==> config.mk <==
export PLATFORM = sky130hd
export DESIGN_NAME = tgdc_queue
export DESIGN_NICKNAME = d
export VERILOG_FILES = /design/src/sv/tgdc_queue.sv
export SDC_FILE = /design/constraint.sdc
export NUM_CORES = 1
export LEC_CHECK = 0
export ABC_AREA = 1
export CAP_MARGIN = 10
export CORE_UTILIZATION = 62
export CTS_CLUSTER_SIZE = 16
export DETAILED_ROUTE_END_ITERATION = 7
export DONT_BUFFER_PORTS = 1
export GPL_ROUTABILITY_DRIVEN = 0
export HOLD_SLACK_MARGIN = 0.06
export PLACE_DENSITY_LB_ADDON = 0.05
export SKIP_LAST_GASP = 1
export SLEW_MARGIN = 20
export SYNTH_ARGS = -nofsm -noshare
export SYNTH_HDL_FRONTEND = slang
export SYNTH_SLANG_ARGS = --single-unit
==> constraint.sdc <==
create_clock -name clk -period 3.4 [get_ports clk]
set_clock_uncertainty 0.1 [all_clocks]
set_input_delay 0.68 -clock clk [delete_from_list [all_inputs] [get_ports clk]]
set_output_delay 0.68 -clock clk [all_outputs]
set_load 0.02 [all_outputs]
==> src/sv/tgdc_queue.sv <==
// Short queue between the front and back ends, one entry per trajectory.
// Depends on nothing but its parameters.
`timescale 1ns / 1ps
`default_nettype none
module tgdc_queue #(
  parameter int unsigned WIDTH = 8,
  parameter int unsigned DEPTH = 2
) (
  input  wire logic             clk,
  input  wire logic             rst_n,
  input  wire logic             push,
  input  wire logic [WIDTH-1:0] push_data,
  input  wire logic             pop,
  output logic [WIDTH-1:0]      pop_data,
  output logic                  full,
  output logic                  empty
);
  localparam int unsigned PW = (DEPTH > 1) ? $clog2(DEPTH) : 1;
  localparam int unsigned CW = $clog2(DEPTH + 1);

  logic [WIDTH-1:0] mem_r [DEPTH];
  logic [PW-1:0]    wp_r, rp_r;
  logic [CW-1:0]    cnt_r;

  assign full     = cnt_r == CW'(DEPTH);
  assign empty    = cnt_r == '0;
  assign pop_data = mem_r[rp_r];

  // Pointer wrap.
  function automatic logic [PW-1:0] bump(input logic [PW-1:0] p);
    bump = (p == PW'(DEPTH - 1)) ? '0 : p + PW'(1);
  endfunction

  always_ff @(posedge clk) begin
    if (!rst_n) begin
      wp_r  <= '0;
      rp_r  <= '0;
      cnt_r <= '0;
    end else begin
      if (push) wp_r <= bump(wp_r);
      if (pop)  rp_r <= bump(rp_r);
      cnt_r <= cnt_r + CW'(push) - CW'(pop);
    end
  end

  always_ff @(posedge clk) begin
    if (push) mem_r[wp_r] <= push_data;
  end

endmodule
`default_nettype wire

Word level (Yosys, flattened, before mapping) --
Memory sizes are Yosys's and may differ from the RTL's. A register that Yosys moved wholly into a read port is not among the register bits. Index checks and enable logic that the tools add are counted.
Storage, ports and cells: register bits 4, bits in latches 0, bits in writable memories 16, memory bits (read-only) 0, input bits 12, output and inout port bits 10, word-level logic and storage cells 16, memories 1
Operators by class: add/subtract/negate cells 4, multipliers 0, divide/modulo/power cells 0, magnitude comparators 0, eq/ne operators 1, shifts and indexed selects 0, muxes and demuxes 6, bitwise operators 0, reductions and logical operators 1
Memories:
- mem_r | depth 2, bits a word 8, read ports 1, clocked after memory_dff 1, wr ports 1, line 21 | logic [WIDTH-1:0] mem_r [DEPTH];
Operators by type and width (count):
- $mux 1 | 6
- $add 1x1->1 const B | 2
- $add 2x1->2 | 1
- $eq 2x2->1 const B | 1
- $logic_not 2->1 | 1
- $sub 2x1->2 | 1

Longest topological paths before layout --
Gate-level depths: netlist of run 1.
depth in word-level cells 4, depth in mapped cells 7, mapped depth without buffers 7

Worst setup path after synthesis of run 1 --
Ideal clock, no wire load.
path kind register to output, start point register (tool-made name), end point output pop_data[0], arrival 782 ps, required time 2620 ps, setup slack 1838 ps, cell stages (with the launch flop) 3, buffers on the path 1, cells stage by stage dfxtp_1 > buf_6 > mux2_4
RTL lines:
- end: declaration | line 14 | output logic [WIDTH-1:0] pop_data,

==> summary.json, run 1 <==
{
  "total_nets_final": 76,
  "final_cell_mix": "16 x edfxtp_1, 9 x nor2_1, 8 x mux2_4, 8 x nand2_1, 7 x inv_1",
  "cts.root.buffer_cell": "clkbuf_4",
  "timing.critical_path.arrival_ps": 1300,
  "timing.slew.headroom_pct": 58.4,
  "run_status": "complete, no violations",
  "cts.repair.resized": 0,
  "maxSlewViolCount": 0,
  "achievable-frequency_mhz": 480,
  "num_io_pins": 22,
  "overflow": 0,
  "cellPowerDensity_mw_per_mm2": 543,
  "crit_path_cell_trace": "mux2_4",
  "finalSetupViolCount": 0,
  "max-vdd-ir-drop_mv": 0.370,
  "port_buffers": 0,
  "drc": 0,
  "cp.buffers_inverters": 0,
  "cts_tree": "done",
  "cts.sinks": 21,
  "num_vias": 403,
  "fill_cells": 80,
  "clkLatencyLatePin_ps": 290,
  "fp.coreArea_mm2": 0.00119,
  "critPathTopFamily": "flip-flops",
  "synth_area_leader_cell": "edfxtp_1",
  "syn-mean-instance-area_um2": 14.4,
  "fraction_of_layout_instances_using_a_drive_strength_above_1_pct": 18.0,
  "post-synth-top-area-fraction_pct": 57.4,
  "avgRoutedWirePerCell_um": 12.3,
  "synthesis_to_layout_area_growth_pct": 3.89,
  "fraction_of_the_core_area_covered_by_cells_at_the_end_of_the_flow_pct": 73.3,
  "grt_start_max_net_pins": 12,
  "start_util_pct": 70.6,
  "ctsLongestPathBuffers": 2,
  "rows": 12,
  "dpl.hpwl_um": 739,
  "mappedNetlistNets": 72,
  "timing.final.hold_violations": 0,
  "vias_cell": 5.37,
  "detailedRoute.firstPassIterationCount": 3,
  "grt_usage_pct": 16.4,
  "detail_route.iter0.violations": 4,
  "synth_seq_cells": 21,
  "ant_nets": 0,
  "worst_ep_required_time_ps": 2620,
  "syn-instance-count": 58,
  "worst-r2r-setup-slack_ps": 2110,
  "finalCritPeriodShare_pct": 61.3,
  "wl_um": 926,
  "ctsHoldBuffers": 0,
  "post_cts.repair.setup_buffers": 0,
  "global_route_wire_length_before_repair_um": 1560,
  "layout.cells.most_common": "edfxtp_1",
  "netlist_area_um2": 837,
  "warnings_from_yosys": 0,
  "timing_worst_slew_pin_value_ps": 622,
  "worstPathMaxFanout": 8,
  "maxCapViolations": 0,
  "timing.critical_path.from_type": "flip-flop",
  "crit_type": "flip-flop to primary output",
  "yosysSeqAreaShare_pct": 69.4,
  "setup.worst_path.end_class": "primary output",
  "die_h_um": 38.7,
  "pleak_nw": 0.362,
  "slowest_delay_ps": 630,
  "die_x_um": 38.7,
  "number_of_global_route_vias_before_repair": 410,
  "clk_transition_reported_paths_ps": 90,
  "post_synth_main_area_contributors": "edfxtp_1 57%, mux2_4 14%, dfxtp_1 12%",
  "grt_antenna_before_repair": 0,
  "synth_cell_type_count": 10,
  "clock_tree.htree_level_count": 1,
  "antenna_cells": 0,
  "worst_path_max_delay_cell": "dfxtp_1",
  "die_area_mm2": 0.00150,
  "fin_tns_setup_ps": 0,
  "hold_path.class": "input pin to flip-flop",
  "rsz_0062_raised_after_global_routing": "false",
  "cts-buffers-inserted": 3,
  "final.min_clock_period_ps": 2080
}
[stage by stage]
stage | setup WS [ps] | instances | hold slack [ps] | instance area (um2) | power [mW]
6_report | 1320 | 75 | 381 | 870 | 0.472
5_1_grt | 1270 | 75 | 358 | 870 | 0.495
4_1_cts | 1310 | 75 | 375 | 870 | 0.476
3_5_place_dp | 1640 | 71 | 390 | 843 | 0.372
3_3_place_gp | 1650 | 71 | 376 | 843 | 0.368
2_1_floorplan | 1840 | 58 | 363 | 837 | 0.365
[cell families after synthesis]
| family | count (synthesis) | synth area share (%) |
|---|---|---|
| compound gates | 1 | 0.597 |
| flops | 21 | 69.4 |
| mux | 8 | 14.4 |
| simple gates | 18 | 8.22 |
| buf+inv | 8 | 4.48 |
| fa+ha+maj | 2 | 2.99 |
[final cells by class]
class | instances | area (um2) | area share, %
Multi-Input combinational cell | 29 | 219 | 25.2
Clock buffer | 4 | 26.3 | 3.02
Inverter | 7 | 26.3 | 3.02
Tap cell | 14 | 17.5 | 2.01
Sequential cell | 21 | 581 | 66.8
[cells in the mapped netlist]
cell type,count
nor2_1,9
dfxtp_1,5
edfxtp_1,16
inv_1,7
ha_1,2
mux2_4,8
a21oi_1,1
buf_6,1
nand3_1,1
nand2_1,8
[where the power goes]
part | internal, mW | total (mW) | switching (mW)
Combinational | 0.0239 | 0.0609 | 0.0371
Sequential | 0.294 | 0.304 | 0.00975
Clock | 0.0456 | 0.107 | 0.0619
[routing by layer]
metal  GRT usage (%)  part of all wire [%]
met3            3.47                   5.4
met4            10.3                   1.4
met1            14.9                    37
met2            31.7                    56
met5               0                     0
[registers in the layout, indices dropped and copies added, names as in the netlist, named ones only]
name   cells
mem_r     16
cnt_r      2
rp_r       1
wp_r       1
[worst paths after layout]
kind,start,endpoint,cells after the start
hold reg to reg,wp_r$_SDFFE_PN0P_,wp_r$_SDFFE_PN0P_,2
setup / recovery,flip-flop,pop_data[0],1
setup reg to reg,wp_r$_SDFFE_PN0P_,mem_r[0][1]$_DFFE_PP_,1
hold / removal,rst_n,cnt_r[0]$_SDFF_PN0_,2
(Power assumes the default switching activity.)
==> inputs of run 2 (changes only) <==
CORE_UTILIZATION = 58   (was 62)
clock period = 2.1 ns   (was 3.4 ns; I/O delays follow)
==> run 2 against run 1 <==
- worst hold slack lost 260 ps
- register-to-register slack worse by 1300 ps
- final cell count grew 1.3%
- largest cell class unchanged
- setup slack got worse by 1100 ps
- die area grew 6.5%
- non-clock buffer count is the same
- critical path depth stayed put
- sequential power rose by 62%
- power is 62% higher
- core utilization fell by 7.1 points
- final area rose by 0.29%
- clock power increased by 62%
==> summary.json, run 2 (synthesis results as in run 1) <==
{
  "detail_route.iter0.violations": {"value": 5, "change": "+1"},
  "layout.cells.most_common": "edfxtp_1",
  "clock_tree.htree_level_count": {"value": 1, "change": "unchanged"},
  "timing.slew.headroom": {"value": 59.1, "unit": "%", "change": "+0.75 points"},
  "antenna_cells": {"value": 0, "change": "unchanged"},
  "fraction_of_the_core_area_covered_by_cells_at_the_end_of_the_flow": {"value": 66.2, "unit": "%", "change": "-7.1 points"},
  "global_route_wire_length_before_repair": {"value": 1530, "unit": "um", "change": "-1.8%"},
  "setup.worst_path.end_class": "primary output",
  "rows": {"value": 13, "change": "+1"},
  "cts_tree": "done",
  "max_flop_register": "mem_r",
  "finalCritPeriodShare_pct": 87.9,
  "cellPowerDensity": {"value": 877, "unit": "mW/mm2", "change": "+61%"},
  "die_h": {"value": 40.0, "unit": "um", "change": "+3.2%"},
  "cts.root.buffer_cell": "clkbuf_4",
  "hold_path.startpoint": "push_data[1]",
  "detailedRoute.firstPassIterationCount": {"value": 2, "change": "-1"},
  "cts.sinks": {"value": 21, "change": "unchanged"},
  "final.min_clock_period_ps": 1840,
  "number_of_global_route_vias_before_repair": {"value": 374, "change": "-8.8%"},
  "worst-r2r-setup-slack": {"value": 820, "unit": "ps", "change": "-1290 ps"},
  "pleak": {"value": 0.365, "unit": "nW", "change": "+0.75%"},
  "clkLatencyLatePin": {"value": 280, "unit": "ps", "change": "about the same"},
  "worst_ep_required_time": {"value": 1580, "unit": "ps", "change": "-1040 ps"},
  "synthesis_to_layout_area_growth_pct": 4.19,
  "avgRoutedWirePerCell": {"value": 12.8, "unit": "um", "change": "+4.0%"},
  "crit_path_cell_trace": "mux2_4",
  "non_filler_cell_area_final": {"value": 872, "unit": "um2", "change": "+0.29%"},
  "worstPathMaxFanout": {"value": 8, "change": "unchanged"},
  "ctsHoldBuffers": {"value": 0, "change": "unchanged"},
  "cp.buffers_inverters": {"value": 0, "change": "unchanged"},
  "grt_usage": {"value": 15.8, "unit": "%", "change": "-0.57 points"},
  "total_nets_final": {"value": 76, "change": "unchanged"},
  "grt_start_max_net_pins": {"value": 13, "change": "+1"},
  "num_io_pins": {"value": 22, "change": "unchanged"},
  "grt_antenna_before_repair": {"value": 0, "change": "unchanged"},
  "fraction_of_layout_instances_using_a_drive_strength_above_1": {"value": 19.7, "unit": "%", "change": "+1.6 points"},
  "die_x": {"value": 40.0, "unit": "um", "change": "+3.2%"},
  "port_buffers": {"value": 0, "change": "unchanged"},
  "worst_path_max_delay_cell": "dfxtp_1",
  "fin_tns_setup": {"value": 0, "unit": "ps", "change": "unchanged"},
  "number_of_flip_flops_under_the_largest_register_name": {"value": 16, "change": "unchanged"},
  "rsz_0062_raised_after_global_routing": "false",
  "start_util": {"value": 63.5, "unit": "%", "change": "-7.0 points"},
  "max-vdd-ir-drop": {"value": 0.545, "unit": "mV", "change": "+47%"},
  "maxSlewViolCount": {"value": 0, "change": "unchanged"},
  "run_status": "complete, no violations",
  "achievable-frequency_mhz": 542,
  "cts.repair.resized": {"value": 0, "change": "unchanged"},
  "clk_transition_reported_paths": {"value": 100, "unit": "ps", "change": "about the same"},
  "total_power": {"value": 0.764, "unit": "mW", "change": "+62%"},
  "placement.cell_area": {"value": 845, "unit": "um2", "change": "+0.15%"},
  "die_area": {"value": 0.00160, "unit": "mm2", "change": "+6.5%"},
  "final_cell_mix": "16 x edfxtp_1, 9 x nor2_1, 8 x mux2_4, 8 x nand2_1, 7 x inv_1",
  "post_cts.repair.setup_buffers": {"value": 0, "change": "unchanged"},
  "finalSetupViolCount": {"value": 0, "change": "unchanged"},
  "timing.critical_path.arrival": {"value": 1320, "unit": "ps", "change": "+20 ps"},
  "hold_path.class": "input pin to flip-flop",
  "drc": {"value": 0, "change": "unchanged"},
  "preCtsSetupSlack": {"value": 575, "unit": "ps", "change": "-1060 ps"},
  "wl": {"value": 976, "unit": "um", "change": "+5.4%"},
  "worst_slack": {"value": 255, "unit": "ps", "change": "-1060 ps"},
  "crit_type": "flip-flop to primary output",
  "overflow": {"value": 0, "change": "unchanged"},
  "leading_registers_by_flop_count": "mem_r (16), cnt_r (2)",
  "fp.coreArea": {"value": 0.00132, "unit": "mm2", "change": "+11%"},
  "vias_cell": {"value": 5.39, "change": "+0.40%"},
  "timing.final.hold_violations": {"value": 0, "change": "unchanged"},
  "rr_startpoint": "wp_r$_SDFFE_PN0P_",
  "critPathTopFamily": "flip-flops",
  "ant_nets": {"value": 0, "change": "unchanged"},
  "timing_worst_slew_pin_value": {"value": 611, "unit": "ps", "change": "-11.2 ps"},
  "num_vias": {"value": 410, "change": "+1.7%"},
  "slowest_delay": {"value": 650, "unit": "ps", "change": "+20 ps"},
  "dpl.hpwl": {"value": 777, "unit": "um", "change": "+5.1%"},
  "maxCapViolations": {"value": 0, "change": "unchanged"},
  "ctsLongestPathBuffers": {"value": 2, "change": "unchanged"},
  "cts-buffers-inserted": {"value": 3, "change": "unchanged"},
  "timing.critical_path.from_type": "flip-flop"
}
-- run 2: changes by cell type in the layout (fill, tap and decap cells not counted), sizes merged --
cell / previous run / this run
clkbuf: 4 / 3
clkinv: 0 / 1
-- run 2: per-layer routing --
metal  share of wire (%)  global-route usage [%]  wire length [um]  up-vias
li1                    -                       -                 -      203
met1                  36                    17.7               350      193
met2                  57                    27.0               558       12
met3                 6.0                    3.33                59        2
met4                0.82                    10.3                 8        0
met5                   0                       0                 0        -
-- run 2: power breakdown --
group	total, mW	switching (mW)	internal [mW]
clock network	0.173	0.102	0.0706
registers	0.492	0.0163	0.476
logic	0.0999	0.0614	0.0385
-- run 2: layout make-up --
type	instances	area, um2
fill	97	445
inverter	7	26.3
tap	15	18.8
sequential	21	581
clock buffer	3	22.5
clock inverter	1	5.00
multi-input combinational	29	219
-- run 2: final timing paths --
kind,depth (start not counted),end
setup / recovery,1,pop_data[2]
hold / removal,0,mem_r[1][1]$_DFFE_PP_
setup reg to reg,1,mem_r[0][2]$_DFFE_PP_
hold reg to reg,2,rp_r$_SDFFE_PN0P_
-- run 2: stage by stage --
step	cells	hold slack (ps)
final	76	124
after global routing	76	95.6
after global placement	72	376
after detailed placement	72	390
after floorplan	58	363
after CTS	76	118
